<file path="config.mk">
export PLATFORM = sky130hd
export DESIGN_NAME = sensor_average_hysteresis_controller
export DESIGN_NICKNAME = d
export VERILOG_FILES = /design/src/rtl/core/sahc_pkg.sv /design/src/rtl/core/sensor_average_hysteresis_controller.sv /design/src/rtl/core/sahc_front.sv /design/src/rtl/core/sahc_queue.sv /design/src/rtl/core/sahc_back.sv
export SDC_FILE = /design/constraint.sdc
export NUM_CORES = 2
export LEC_CHECK = 0
export BUFFER_PORTS_ARGS = -buffer_cell sky130_fd_sc_hd__buf_2
export CORE_MARGIN = 8
export CORE_UTILIZATION = 56
export CTS_BUF_LIST = sky130_fd_sc_hd__clkbuf_16
export DETAILED_ROUTE_END_ITERATION = 10
export PLACE_DENSITY = 0.72
export SETUP_SLACK_MARGIN = 0.3
export SLEW_MARGIN = 25
export SYNTH_ARGS = -nofsm -noshare
export SYNTH_HDL_FRONTEND = slang
export SYNTH_SLANG_ARGS = --single-unit
</file>
<file path="constraint.sdc">
create_clock -name clk -period 13.2 [get_ports clk]
set_clock_uncertainty 0.15 [all_clocks]
set_input_delay 0.66 -clock clk [delete_from_list [all_inputs] [get_ports clk]]
set_output_delay 0.66 -clock clk [all_outputs]
set_load 0.05 [all_outputs]
</file>
<file path="src/rtl/core/sahc_pkg.sv">
// Shared types, sizes and constants of the sensor averaging controller.
// No dependencies; every other file refers to it, the design files by scope and the testbench by import.
`timescale 1ns / 1ps

package sahc_pkg;

	// Sample and accumulator sizes.
	localparam int ADC_W     = 10;
	localparam int AVG_COUNT = 5;
	localparam int CNT_W     = $clog2(AVG_COUNT + 1);
	localparam int SUM_W     = ADC_W + $clog2(AVG_COUNT);

	// Average by reciprocal: avg = (sum * RECIP_MULT) >> RECIP_SHIFT, exact for every sum.
	localparam int RECIP_SHIFT = SUM_W + $clog2(AVG_COUNT) + 1;
	localparam int RECIP_MULT  = ((1 << RECIP_SHIFT) + AVG_COUNT - 1) / AVG_COUNT;
	localparam int RECIP_W     = RECIP_SHIFT + 1;
	localparam int PROD_W      = SUM_W + RECIP_W;

	// Thresholds are compared in 1/1024 units.
	localparam int RATIO_W     = 12;
	localparam int SCALE_SHIFT = 10;
	localparam int THR_W       = ADC_W + RATIO_W;

	// Percent mapping.
	localparam int PCT_W          = 7;
	localparam int PCT_SCALE      = 100;
	localparam int ZERO_PCT_LIMIT = 20;
	localparam int FULL_PCT_LIMIT = 80;
	localparam int PCT_FULL_VALUE = 100;
	localparam int NUM_W          = ADC_W + PCT_W;
	localparam int QBIT_W         = $clog2(PCT_W);

	// Queue between front and back.
	localparam int QUEUE_DEPTH = 2;
	localparam int QPTR_W      = (QUEUE_DEPTH > 1) ? $clog2(QUEUE_DEPTH) : 1;
	localparam int QCNT_W      = $clog2(QUEUE_DEPTH + 1);

	// Configuration port.
	localparam int CFG_IDX_W  = 3;
	localparam int CFG_DATA_W = 12;

	typedef enum logic [CFG_IDX_W-1:0] {
		CFG_LIGHT_ZERO_POINT = 3'd0,
		CFG_LIGHT_SPAN       = 3'd1,
		CFG_LIGHT_ON_RATIO   = 3'd2,
		CFG_LIGHT_OFF_RATIO  = 3'd3,
		CFG_TEMP_ON_RATIO    = 3'd4,
		CFG_TEMP_OFF_RATIO   = 3'd5,
		CFG_TOUCH_LOW_RATIO  = 3'd6,
		CFG_TOUCH_HIGH_RATIO = 3'd7
	} cfg_index_t;

	localparam logic [ADC_W-1:0]   RST_LIGHT_ZERO_POINT = 10'd700;
	localparam logic [ADC_W-1:0]   RST_LIGHT_SPAN       = 10'd300;
	localparam logic [RATIO_W-1:0] RST_LIGHT_ON_RATIO   = 12'd1536;
	localparam logic [RATIO_W-1:0] RST_LIGHT_OFF_RATIO  = 12'd1126;
	localparam logic [RATIO_W-1:0] RST_TEMP_ON_RATIO    = 12'd1065;
	localparam logic [RATIO_W-1:0] RST_TEMP_OFF_RATIO   = 12'd1034;
	localparam logic [RATIO_W-1:0] RST_TOUCH_LOW_RATIO  = 12'd512;
	localparam logic [RATIO_W-1:0] RST_TOUCH_HIGH_RATIO = 12'd922;

	typedef struct packed {
		logic [ADC_W-1:0] light_sample;
		logic [ADC_W-1:0] touch_sample;
		logic [ADC_W-1:0] temp_sample;
	} in_item_t;

	typedef struct packed {
		logic [PCT_W-1:0] dim_percent;
		logic             dark_led;
		logic             temp_led;
		logic             motor_reverse;
	} out_item_t;

	// One finished window of averages; is_base marks the first one after reset.
	typedef struct packed {
		logic             is_base;
		logic [ADC_W-1:0] light;
		logic [ADC_W-1:0] touch;
		logic [ADC_W-1:0] temp;
	} avg_entry_t;

	typedef struct packed {
		logic full;
		logic empty;
	} queue_status_t;

	function automatic logic [ADC_W-1:0] avg_of(input logic [SUM_W-1:0] sum);
		logic [PROD_W-1:0] prod;
		prod = PROD_W'(sum) * PROD_W'(RECIP_MULT);
		return prod[RECIP_SHIFT +: ADC_W];
	endfunction

endpackage

</file>
<file path="src/rtl/core/sensor_average_hysteresis_controller.sv">
// Top level of the sensor averaging controller with hysteresis comparators.
// Depends on sahc_pkg, sahc_front, sahc_queue and sahc_back.
`timescale 1ns / 1ps

// Usage:
// Each beat on the sample channel (sample_valid, sample_stall, sample) carries one set of
// light, touch and temperature conversions. Every fifth beat closes a window whose
// truncated averages are formed in the front part and queued for the back part.
// The first window after reset only stores the baseline and gives no result; every
// later window gives exactly one beat on the result channel (result_valid,
// result_stall, result) with the dimming percent, both LED states and the motor
// direction. Configuration registers are written on the cfg channel, which is always
// ready; write them only while the block is idle.
// Throughput: the front takes one sample beat per cycle unless a finished window waits on
// a full queue. The back takes each window through three comparator steps on two shared
// multipliers and, unless the percent saturates, the restoring divider for the percent;
// the divider loop bounds the sustained rate. A closing beat's sums are registered in the
// front and its averages queued; the back then runs its states and loads the result
// register. A stalled result register holds the back part; the two-entry queue then fills
// and the front stalls samples only when a finished window cannot be queued.
// Reset (arst_n low) clears sums, baseline, LED and direction state and loads the
// register defaults; no clearing pass is needed.
module sensor_average_hysteresis_controller (
	input  logic                            clk,
	input  logic                            arst_n,
	input  logic                            sample_valid,
	output logic                            sample_stall,
	input  sahc_pkg::in_item_t              sample,
	output logic                            result_valid,
	input  logic                            result_stall,
	output sahc_pkg::out_item_t             result,
	input  logic                            cfg_valid,
	output logic                            cfg_ready,
	input  sahc_pkg::cfg_index_t            cfg_index,
	input  logic [sahc_pkg::CFG_DATA_W-1:0] cfg_data
);

	logic                    push, pop;
	sahc_pkg::avg_entry_t    push_data, head;
	sahc_pkg::queue_status_t qstat;

	// Front: accumulates sample beats and forms the window averages.
	sahc_front u_front (
		.clk          (clk),
		.arst_n       (arst_n),
		.sample_valid (sample_valid),
		.sample_stall (sample_stall),
		.sample       (sample),
		.push         (push),
		.push_data    (push_data),
		.qstat        (qstat)
	);

	// Queue: lets the front keep accepting while the back is busy or stalled.
	sahc_queue u_queue (
		.clk       (clk),
		.arst_n    (arst_n),
		.push      (push),
		.push_data (push_data),
		.pop       (pop),
		.head      (head),
		.qstat     (qstat)
	);

	// Back: baseline, comparators, touch toggle, percent divider and result register.
	sahc_back u_back (
		.clk          (clk),
		.arst_n       (arst_n),
		.cfg_valid    (cfg_valid),
		.cfg_ready    (cfg_ready),
		.cfg_index    (cfg_index),
		.cfg_data     (cfg_data),
		.head         (head),
		.qstat        (qstat),
		.pop          (pop),
		.result_valid (result_valid),
		.result_stall (result_stall),
		.result       (result)
	);

endmodule

</file>
<file path="src/rtl/core/sahc_front.sv">
// Front part: accepts sample beats, accumulates window sums and forms the averages.
// Depends on sahc_pkg; feeds sahc_queue.
`timescale 1ns / 1ps

module sahc_front (
	input  logic                    clk,
	input  logic                    arst_n,
	input  logic                    sample_valid,
	output logic                    sample_stall,
	input  sahc_pkg::in_item_t      sample,
	output logic                    push,
	output sahc_pkg::avg_entry_t    push_data,
	input  sahc_pkg::queue_status_t qstat
);

	logic [sahc_pkg::SUM_W-1:0] light_sum_q, touch_sum_q, temp_sum_q;
	logic [sahc_pkg::CNT_W-1:0] count_q;
	logic                       base_valid_q;

	logic [sahc_pkg::SUM_W-1:0] light_sum_s1, touch_sum_s1, temp_sum_s1;
	logic                       valid_s1;
	logic                       base_s1;

	logic [sahc_pkg::SUM_W-1:0] light_next, touch_next, temp_next;
	logic                       accept;
	logic                       last;

	assign sample_stall = valid_s1 && qstat.full;
	assign accept       = sample_valid && !sample_stall;
	assign last         = (count_q == sahc_pkg::CNT_W'(sahc_pkg::AVG_COUNT - 1));
	assign push         = valid_s1 && !qstat.full;

	assign light_next = light_sum_q + sahc_pkg::SUM_W'(sample.light_sample);
	assign touch_next = touch_sum_q + sahc_pkg::SUM_W'(sample.touch_sample);
	assign temp_next  = temp_sum_q + sahc_pkg::SUM_W'(sample.temp_sample);

	always_comb begin
		push_data.is_base = base_s1;
		push_data.light   = sahc_pkg::avg_of(light_sum_s1);
		push_data.touch   = sahc_pkg::avg_of(touch_sum_s1);
		push_data.temp    = sahc_pkg::avg_of(temp_sum_s1);
	end

	always_ff @(posedge clk or negedge arst_n) begin
		if (!arst_n) begin
			light_sum_q  <= '0;
			touch_sum_q  <= '0;
			temp_sum_q   <= '0;
			count_q      <= '0;
			base_valid_q <= 1'b0;
			valid_s1     <= 1'b0;
		end else begin
			if (push) begin
				valid_s1 <= 1'b0;
			end
			if (accept) begin
				if (last) begin
					valid_s1     <= 1'b1;
					base_valid_q <= 1'b1;
					light_sum_q  <= '0;
					touch_sum_q  <= '0;
					temp_sum_q   <= '0;
					count_q      <= '0;
				end else begin
					light_sum_q <= light_next;
					touch_sum_q <= touch_next;
					temp_sum_q  <= temp_next;
					count_q     <= count_q + 1'b1;
				end
			end
		end
	end

	always_ff @(posedge clk) begin
		if (accept && last) begin
			light_sum_s1 <= light_next;
			touch_sum_s1 <= touch_next;
			temp_sum_s1  <= temp_next;
			base_s1      <= !base_valid_q;
		end
	end

endmodule

</file>
<file path="src/rtl/core/sahc_queue.sv">
// Short queue of window averages between the front and the back part.
// Depends on sahc_pkg.
`timescale 1ns / 1ps

module sahc_queue (
	input  logic                    clk,
	input  logic                    arst_n,
	input  logic                    push,
	input  sahc_pkg::avg_entry_t    push_data,
	input  logic                    pop,
	output sahc_pkg::avg_entry_t    head,
	output sahc_pkg::queue_status_t qstat
);

	sahc_pkg::avg_entry_t        entries_q [sahc_pkg::QUEUE_DEPTH];
	logic [sahc_pkg::QPTR_W-1:0] wr_ptr_q, rd_ptr_q;
	logic [sahc_pkg::QCNT_W-1:0] count_q;

	localparam logic [sahc_pkg::QPTR_W-1:0] LAST_PTR =
		sahc_pkg::QPTR_W'(sahc_pkg::QUEUE_DEPTH - 1);

	assign qstat.full  = (count_q == sahc_pkg::QCNT_W'(sahc_pkg::QUEUE_DEPTH));
	assign qstat.empty = (count_q == '0);
	assign head        = entries_q[rd_ptr_q];

	always_ff @(posedge clk or negedge arst_n) begin
		if (!arst_n) begin
			wr_ptr_q <= '0;
			rd_ptr_q <= '0;
			count_q  <= '0;
		end else begin
			if (push) begin
				wr_ptr_q <= (wr_ptr_q == LAST_PTR) ? '0 : wr_ptr_q + 1'b1;
			end
			if (pop) begin
				rd_ptr_q <= (rd_ptr_q == LAST_PTR) ? '0 : rd_ptr_q + 1'b1;
			end
			if (push && !pop) begin
				count_q <= count_q + 1'b1;
			end else if (pop && !push) begin
				count_q <= count_q - 1'b1;
			end
		end
	end

	always_ff @(posedge clk) begin
		if (push) begin
			entries_q[wr_ptr_q] <= push_data;
		end
	end

endmodule

</file>
<file path="src/rtl/core/sahc_back.sv">
// Back part: baseline store, hysteresis comparators, touch edge toggle and percent divider.
// Depends on sahc_pkg; takes entries from sahc_queue and drives the result register.
`timescale 1ns / 1ps

module sahc_back (
	input  logic                            clk,
	input  logic                            arst_n,
	input  logic                            cfg_valid,
	output logic                            cfg_ready,
	input  sahc_pkg::cfg_index_t            cfg_index,
	input  logic [sahc_pkg::CFG_DATA_W-1:0] cfg_data,
	input  sahc_pkg::avg_entry_t            head,
	input  sahc_pkg::queue_status_t         qstat,
	output logic                            pop,
	output logic                            result_valid,
	input  logic                            result_stall,
	output sahc_pkg::out_item_t             result
);

	typedef enum logic [2:0] {
		S_IDLE,
		S_LIGHT,
		S_TEMP,
		S_TOUCH,
		S_DIV,
		S_DONE
	} state_t;

	state_t state_q;

	logic [sahc_pkg::ADC_W-1:0]   light_zero_q, light_span_q;
	logic [sahc_pkg::RATIO_W-1:0] light_on_q, light_off_q;
	logic [sahc_pkg::RATIO_W-1:0] temp_on_q, temp_off_q;
	logic [sahc_pkg::RATIO_W-1:0] touch_low_q, touch_high_q;

	logic [sahc_pkg::ADC_W-1:0] light_base_q, touch_base_q, temp_base_q;
	logic                       dark_q, temp_led_q, dir_q, was_touching_q;

	sahc_pkg::avg_entry_t        cur_q;
	logic [sahc_pkg::NUM_W-1:0]  num_q, lo_q, hi_q, rem_q;
	logic [sahc_pkg::PCT_W-1:0]  pct_q;
	logic [sahc_pkg::QBIT_W-1:0] bit_q;
	sahc_pkg::out_item_t         result_q;
	logic                        result_valid_q;

	logic [sahc_pkg::ADC_W-1:0]   cmp_base, cmp_x;
	logic [sahc_pkg::RATIO_W-1:0] ratio_a, ratio_b;
	logic [sahc_pkg::THR_W-1:0]   prod_a, prod_b, x_scaled;
	logic [sahc_pkg::ADC_W-1:0]   span_eff, light_diff;
	logic [sahc_pkg::NUM_W-1:0]   trial;
	logic                         light_above_zero, in_window;

	assign cfg_ready    = 1'b1;
	assign pop          = (state_q == S_IDLE) && !qstat.empty;
	assign result_valid = result_valid_q;
	assign result       = result_q;

	// Two multipliers are shared by the light, temperature and touch steps.
	always_comb begin
		case (state_q)
			S_TEMP: begin
				cmp_base = temp_base_q;
				cmp_x    = cur_q.temp;
				ratio_a  = temp_on_q;
				ratio_b  = temp_off_q;
			end
			S_TOUCH: begin
				cmp_base = touch_base_q;
				cmp_x    = cur_q.touch;
				ratio_a  = touch_high_q;
				ratio_b  = touch_low_q;
			end
			default: begin
				cmp_base = light_base_q;
				cmp_x    = cur_q.light;
				ratio_a  = light_on_q;
				ratio_b  = light_off_q;
			end
		endcase
	end

	assign prod_a   = sahc_pkg::THR_W'(cmp_base) * sahc_pkg::THR_W'(ratio_a);
	assign prod_b   = sahc_pkg::THR_W'(cmp_base) * sahc_pkg::THR_W'(ratio_b);
	assign x_scaled = sahc_pkg::THR_W'(cmp_x) << sahc_pkg::SCALE_SHIFT;

	assign in_window = (x_scaled < prod_a) && (x_scaled > prod_b);

	// A zero span divides as a span of one.
	assign span_eff         = (light_span_q == '0) ? sahc_pkg::ADC_W'(1) : light_span_q;
	assign light_above_zero = (cur_q.light > light_zero_q);
	assign light_diff       = cur_q.light - light_zero_q;
	assign trial            = sahc_pkg::NUM_W'(span_eff) << bit_q;

	always_ff @(posedge clk or negedge arst_n) begin
		if (!arst_n) begin
			light_zero_q <= sahc_pkg::RST_LIGHT_ZERO_POINT;
			light_span_q <= sahc_pkg::RST_LIGHT_SPAN;
			light_on_q   <= sahc_pkg::RST_LIGHT_ON_RATIO;
			light_off_q  <= sahc_pkg::RST_LIGHT_OFF_RATIO;
			temp_on_q    <= sahc_pkg::RST_TEMP_ON_RATIO;
			temp_off_q   <= sahc_pkg::RST_TEMP_OFF_RATIO;
			touch_low_q  <= sahc_pkg::RST_TOUCH_LOW_RATIO;
			touch_high_q <= sahc_pkg::RST_TOUCH_HIGH_RATIO;
		end else if (cfg_valid) begin
			case (cfg_index)
				sahc_pkg::CFG_LIGHT_ZERO_POINT: light_zero_q <= cfg_data[sahc_pkg::ADC_W-1:0];
				sahc_pkg::CFG_LIGHT_SPAN:       light_span_q <= cfg_data[sahc_pkg::ADC_W-1:0];
				sahc_pkg::CFG_LIGHT_ON_RATIO:   light_on_q   <= cfg_data;
				sahc_pkg::CFG_LIGHT_OFF_RATIO:  light_off_q  <= cfg_data;
				sahc_pkg::CFG_TEMP_ON_RATIO:    temp_on_q    <= cfg_data;
				sahc_pkg::CFG_TEMP_OFF_RATIO:   temp_off_q   <= cfg_data;
				sahc_pkg::CFG_TOUCH_LOW_RATIO:  touch_low_q  <= cfg_data;
				sahc_pkg::CFG_TOUCH_HIGH_RATIO: touch_high_q <= cfg_data;
				default: begin
				end
			endcase
		end
	end

	always_ff @(posedge clk or negedge arst_n) begin
		if (!arst_n) begin
			state_q        <= S_IDLE;
			light_base_q   <= '0;
			touch_base_q   <= '0;
			temp_base_q    <= '0;
			dark_q         <= 1'b0;
			temp_led_q     <= 1'b0;
			dir_q          <= 1'b0;
			was_touching_q <= 1'b0;
			bit_q          <= '0;
			result_valid_q <= 1'b0;
		end else begin
			if (result_valid_q && !result_stall) begin
				result_valid_q <= 1'b0;
			end
			case (state_q)
				S_IDLE: begin
					if (!qstat.empty) begin
						if (head.is_base) begin
							light_base_q <= head.light;
							touch_base_q <= head.touch;
							temp_base_q  <= head.temp;
						end else begin
							cur_q   <= head;
							state_q <= S_LIGHT;
						end
					end
				end
				S_LIGHT: begin
					// The off test wins when both thresholds are met.
					if (x_scaled <= prod_b) begin
						dark_q <= 1'b0;
					end else if (x_scaled >= prod_a) begin
						dark_q <= 1'b1;
					end
					num_q <= light_above_zero ?
						sahc_pkg::NUM_W'(light_diff) * sahc_pkg::NUM_W'(sahc_pkg::PCT_SCALE) :
						'0;
					lo_q <= sahc_pkg::NUM_W'(span_eff) *
						sahc_pkg::NUM_W'(sahc_pkg::ZERO_PCT_LIMIT + 1);
					hi_q <= sahc_pkg::NUM_W'(span_eff) *
						sahc_pkg::NUM_W'(sahc_pkg::FULL_PCT_LIMIT);
					state_q <= S_TEMP;
				end
				S_TEMP: begin
					if (x_scaled > prod_a) begin
						temp_led_q <= 1'b1;
					end else if (x_scaled < prod_b) begin
						temp_led_q <= 1'b0;
					end
					state_q <= S_TOUCH;
				end
				S_TOUCH: begin
					if (in_window && !was_touching_q) begin
						dir_q <= !dir_q;
					end
					was_touching_q <= in_window;
					if (num_q < lo_q) begin
						pct_q   <= '0;
						state_q <= S_DONE;
					end else if (num_q >= hi_q) begin
						pct_q   <= sahc_pkg::PCT_W'(sahc_pkg::PCT_FULL_VALUE);
						state_q <= S_DONE;
					end else begin
						rem_q   <= num_q;
						pct_q   <= '0;
						bit_q   <= sahc_pkg::QBIT_W'(sahc_pkg::PCT_W - 1);
						state_q <= S_DIV;
					end
				end
				S_DIV: begin
					// Restoring division, one quotient bit per cycle, MSB first.
					if (rem_q >= trial) begin
						rem_q        <= rem_q - trial;
						pct_q[bit_q] <= 1'b1;
					end
					if (bit_q == '0) begin
						state_q <= S_DONE;
					end else begin
						bit_q <= bit_q - 1'b1;
					end
				end
				S_DONE: begin
					if (!result_valid_q || !result_stall) begin
						result_q.dim_percent   <= pct_q;
						result_q.dark_led      <= dark_q;
						result_q.temp_led      <= temp_led_q;
						result_q.motor_reverse <= dir_q;
						result_valid_q         <= 1'b1;
						state_q                <= S_IDLE;
					end
				end
				default: begin
					state_q <= S_IDLE;
				end
			endcase
		end
	end

	a_dim_range: assert property (@(posedge clk) disable iff (!arst_n)
		result_valid_q |-> (result_q.dim_percent == '0 ||
			result_q.dim_percent == sahc_pkg::PCT_W'(sahc_pkg::PCT_FULL_VALUE) ||
			(result_q.dim_percent >= sahc_pkg::PCT_W'(sahc_pkg::ZERO_PCT_LIMIT + 1) &&
			 result_q.dim_percent <  sahc_pkg::PCT_W'(sahc_pkg::FULL_PCT_LIMIT))))
		else $error("dim percent outside its mapped ranges");

	a_div_rem: assert property (@(posedge clk) disable iff (!arst_n)
		(state_q == S_DIV) |->
			(rem_q < (sahc_pkg::NUM_W'(span_eff) << (4'(bit_q) + 4'd1))))
		else $error("divider remainder too large for remaining quotient bits");

	a_base_no_result: assert property (@(posedge clk) disable iff (!arst_n)
		(state_q == S_IDLE && !qstat.empty && head.is_base) |=> (state_q == S_IDLE))
		else $error("baseline window started an evaluation");

	a_done_loads: assert property (@(posedge clk) disable iff (!arst_n)
		(state_q == S_DONE && !result_valid_q) |=> (result_valid_q && state_q == S_IDLE))
		else $error("finished evaluation not loaded into the result register");

endmodule

</file>
# Word level (Yosys, flattened, before mapping)
# Memory sizes are Yosys's and may differ from the RTL's.
# Index checks and enable logic that the tools add are counted.
# totals
reg_bits,330
ram_bits,62
input_bits,50
out_inout_bits,13
elab_cells,199
memories,1
# mem_list
name,depth,width,rd,rd_ports_with_merged_regs,wr,line_no,source
u_queue.entries_q,2,31,1,0,1,sahc_queue.sv:15,sahc_pkg::avg_entry_t entries_q [sahc_pkg::QUEUE_DEPTH];
# op_classes
n_addsub,11
n_mul,8
magnitude_cmp,12
eq_ne,22
shifts,1
muxes,46
n_bitwise,3
reduce_logical,51
# op_table
cell,count
$mul A13 B15 Y27 const B,3
$mux W17,3
$pmux W12 S2,2
$gt A20 B22 Y1,2
$lt A20 B22 Y1,2
$mul A10 B12 Y22,2
$pmux W10 S2,2
$add A13 B10 Y13,3
$mux W13,3
$ge A17 B17 Y1,2
$pmux W17 S2,1
$mul A10 B5 Y15 const B,2
$mux W3,9
$reduce_and A2 Y1,13
$ge A20 B22 Y1,1
$le A20 B22 Y1,1
$eq A3 B3 Y1 const B,7
$mux W7,3
$pmux W3 S6,1
$lt A17 B15 Y1,1
$shl A10 B3 Y17,1
$sub A17 B17 Y17,1
$mux W1,16
$pmux W7 S2,1
31 further kinds,72

# Logic depth before layout (Yosys ltp)
# depth
depth_word,7
ltp_mapped,37
depth_no_buf,32

# Modules after synthesis
# From an unflattened synthesis, not the netlist that was laid out.
# hier_totals
hier_cells,3632
area_unflattened_um2,37583.5
# by_module_without_submodules
module,n_inst,cells_each,area_per_inst_um2,seq_area_each_um2
sahc_back,1,2230,22037.4,6459.9
sahc_front,1,1289,12968.7,2302.2
sahc_queue,1,113,2577.5,1961.9

# Least setup slack after synthesis
# Ideal clock, no wire load.
# synth_timing
path_type,register to register
start,register u_back.state_q[1]
end,register u_back.dir_q
setup_ps,80
arrival_ps,7733
required_ps,12970
slack_ps,5237
path_stages_with_launch,36
n_path_buf,5
synth_period_minus_slack_ps,7963
cell_sequence,dfrtp_1 buf_2 nand2b_1 buf_4 clkbuf_1 buf_1 nand2_1 o21ai_1 clkbuf_1 nand2_1 fa_1 inv_1 fa_1 ha_1 fa_1 inv_1 fa_1 inv_1 ha_1 a21oi_1 nand2_1 o21ai_0 a21boi_1 a21oi_1 o21ai_0 a21o_1 a21oi_1 xor2_1 ha_1 nand4_1 nor4_1 o2111ai_1 or4_1 nand2_1 nand4bb_1 xnor2_1
# synth_via
elab_chain_len,7
word_cells_on_any_way,13
classes_between,mul: 2; order compare: 2; eq/ne: 2; mux: 4; reduce/logical: 3
# synth_lines
element,line_no,source
"start, declared",sahc_back.sv:29,state_t state_q;
"start signal, assigned",sahc_back.sv:122,state_q <= S_IDLE;
"start signal, assigned",sahc_back.sv:145,state_q <= S_LIGHT;
"start signal, assigned",sahc_back.sv:163,state_q <= S_TEMP;
$eq A3 B2 Y1 (on tied branches),"sahc_back.sv:60, sahc_back.sv:136",
$pmux W10 S2 or $pmux W12 S2 (tied branches),sahc_back.sv:60,case (state_q)
$mul A10 B12 Y22 (on tied branches),"sahc_back.sv:82, sahc_back.sv:83",
$lt A20 B22 Y1 or $gt A20 B22 Y1 (tied branches),sahc_back.sv:86,assign in_window = (x_scaled < prod_a) && (x_scaled > prod_b);
$logic_and A1 B1 Y1,sahc_back.sv:86,
$logic_and A1 B1 Y1,sahc_back.sv:174,if (in_window && !was_touching_q) begin
$reduce_and A2 Y1 (no line) (*),n/a,
"end signal, assigned",sahc_back.sv:175,dir_q <= !dir_q;
"end, declared",sahc_back.sv:37,"logic dark_q, temp_led_q, dir_q, was_touching_q;"
# Mark *: on every way between the ends. The rest lies on a longest branch, timed or not.
# A chain may end at the register's enable or synchronous reset.

# Worst setup path in the final report
# layout_timing
start,register u_back.state_q[0]
end,register u_back.dir_q
# The elaborated chain is that of the path after synthesis.

==> results_dict.tcl <==
set metrics [dict create \
    cp_data_required_time_ns 13.54 \
    n_antenna_cell 0 \
    cts_root_buf "clkbuf_16" \
    ys_dominant_reg_cell "edfxtp_1" \
    route.detailed.drc 0 \
    row_count 93 \
    overflow 0 \
    holdPathEnd "u_back.result_valid" \
    synth_cell_types 77 \
    hold_start "result_stall" \
    worstMarginPinSlew_ns 1.01 \
    clkSlewWorstSetupHoldPaths_ns 0.06 \
    r2r_start "u_back.state_q[0]" \
    place_congestion 0.905 \
    cts-buffers-inserted 42 \
    reg2reg_depth 31 \
    synth.avg_cell_area_um2 10.5 \
    synth_top_area_share_pct 18.6 \
    postCtsSetupBuffers 0 \
    die_w_um 271 \
    grt_max_degree 66 \
    pin_count 63 \
    post-route-period-util_pct 71.8 \
    hold_depth 3 \
    critPathLaunchType "register" \
    vias 24600 \
    cp_slowest_stage_delay_ns 0.88 \
    grt_antenna_before_repair 0 \
    drive_above_1_share_pct 10.1 \
    cts_buffer_depth 3 \
    ctsResizeCount 0 \
    die-area_um2 73600 \
    track_usage_pct 21.3 \
    hp-class "primary input to register" \
    r2r-end "u_back.dir_q" \
    wire_per_inst_um 17.8 \
    yosysTopAreaCell "fa_1" \
    viasPerCell 5.59 \
    yosys_warnings 0 \
    synth_nets 4372 \
    holdBufCountCts 1 \
    drv_cap 0 \
    cts_tree "yes" \
    start_util_pct 56.6 \
    syn_area_um2 36500 \
    r2r_slack_ns 3.72 \
    path_max_fanout 30 \
    synth-edff-count 205 \
    period_needed_ns 9.48 \
    clk_latency_ns 0.57 \
    post-route-util_pct 60.8 \
    hold_viol 0 \
    setup_violations 0 \
    cts.sinks 386 \
    area_growth_pct 7.35 \
    setup-tns-final_ns 0 \
    die_h_um 271 \
    crit_slowest_cell "dfrtp_2" \
    path_class "register to register" \
    routed_wl_um 78100 \
    first_pass_iters 5 \
    coreArea_um2 64500 \
    nets 4418 \
    status "finished clean" \
    grt_pass1_wl_um 129000 \
    drt_iter0_markers 1474 \
    syn_inst 3463 \
    synthTopCellsByArea "fa_1 19%, ha_1 18%, edfxtp_1 17%" \
    end_kind "register" \
    max_slew_margin_pct 32.3 \
    port_buffers 61 \
    crit_top_cell "fa_1" \
    fmax_mhz 106 \
    slew_violations 0 \
    htree_levels 2 \
    ys_seq_area_share_pct 29.4 \
    cp.arrival_ns 9.82 \
    hpwlAfterDp_um 61500 \
    async_flop_share_pct 46.9 \
    ant_nets 0 \
    grt_pass1_vias 25300 \
    ys_ff_latch 386 \
    rsz0062_at_grt "no" \
]
worst max path at each step:
| stage | start | end | slack, ns | cells after the start |
|---|---|---|---|---|
| final | u_back.state_q[0] | u_back.dir_q | 3.72 | 31 |
| after global routing | u_back.state_q[0] | u_back.dir_q | 3.03 | 31 |
| after floorplan | u_back.state_q[1] | u_back.dir_q | 5.24 | 35 |
| after detailed placement | u_back.state_q[0] | u_back.dir_q | 3.86 | 31 |
| after CTS | u_back.state_q[0] | u_back.dir_q | 3.82 | 31 |
| after global placement | u_back.state_q[0] | u_back.dir_q | 4.04 | 31 |
per-layer routing:
metal / share of wire [%] / global-route usage, %
met5: 0 / 0
met4: 2.8 / 6.18
met3: 4.9 / 2.71
met2: 47 / 35.2
met1: 46 / 29.5
flip-flops by register name, indices dropped and copies added (netlist names), 13 cells and up:
register / cells
u_back.lo_q: 15
u_queue.entries_q: 62
u_back.rem_q: 17
u_back.num_q: 15
u_front.light_sum_s1: 13
u_front.light_sum_q: 13
u_front.temp_sum_s1: 13
u_front.temp_sum_q: 13
u_front.touch_sum_q: 13
u_front.touch_sum_s1: 13
u_back.cur_q: 30
layout by cell type (no fill, tap or decap), drive strengths merged, types with 56 or more instances in the layout:
cell type	count
edfxtp	205
inv	569
o21ai	137
xnor2	85
nand2	229
buf	87
a21o	64
mux2	140
a21oi	124
mux2i	56
fa	340
dfrtp	150
ha	519
xor2	60
nor2	253
per-stage QoR:
step	setup WS, ns	instances	instance area, µm²	hold slack, ns
2_1_floorplan	5.24	3463	36500	0.214
3_3_place_gp	4.04	4319	37800	0.273
3_5_place_dp	3.86	4319	37800	0.281
4_1_cts	3.82	4397	39200	0.177
5_1_grt	3.03	4397	39200	0.218
6_report	3.72	4397	39200	0.217
synth_stat cells (33+ instances only):
library cell and instances:
inv_1 552, ha_1 519, fa_1 340, nor2_1 253, nand2_1 229, edfxtp_1 205, dfrtp_1 150, mux2_2 140
o21ai_0 122, a21oi_1 121, xnor2_1 85, clkbuf_1 66, a21o_1 64, xor2_1 60, mux2i_1 56, nand2b_1 40
a22o_1 33, o21a_1 33
critical path: cells and delay by family (launching register included):
kind	cells	cell delay (ns)
muxes	1	0.27
and+or+nand+nor	7	1.01
xor gates and xnor gates	2	0.22
buffers and inverters	5	0.76
DFF	1	0.88
AOI/OAI and AO/OA	9	2.82
adders and majority gates	7	3.25
logic make-up (layout without fill, tap and decap cells):
group,count (synthesis),in the layout,synth area share (%)
buffers and inverters,639,718,6.61
and+or+nand+nor,707,707,8.72
AOI/OAI and AO/OA,529,529,9.45
xor gates and xnor gates,145,145,3.48
other,1,1,0.0103
DFF,386,386,29.4
muxes,197,197,5.92
adders and majority gates,859,859,36.4
cell type report:
class,count,area (µm²)
Tap cell,855,1070
Multi-Input combinational cell,2438,23400
Clock buffer,45,1130
Inverter,552,2070
Fill cell,5297,25300
Clock inverter,32,234
Sequential cell,386,10700
Timing Repair Buffer,89,527
Power is not shown: default switching activity piles up to over one toggle a cycle in this logic, so the estimate is an artifact.
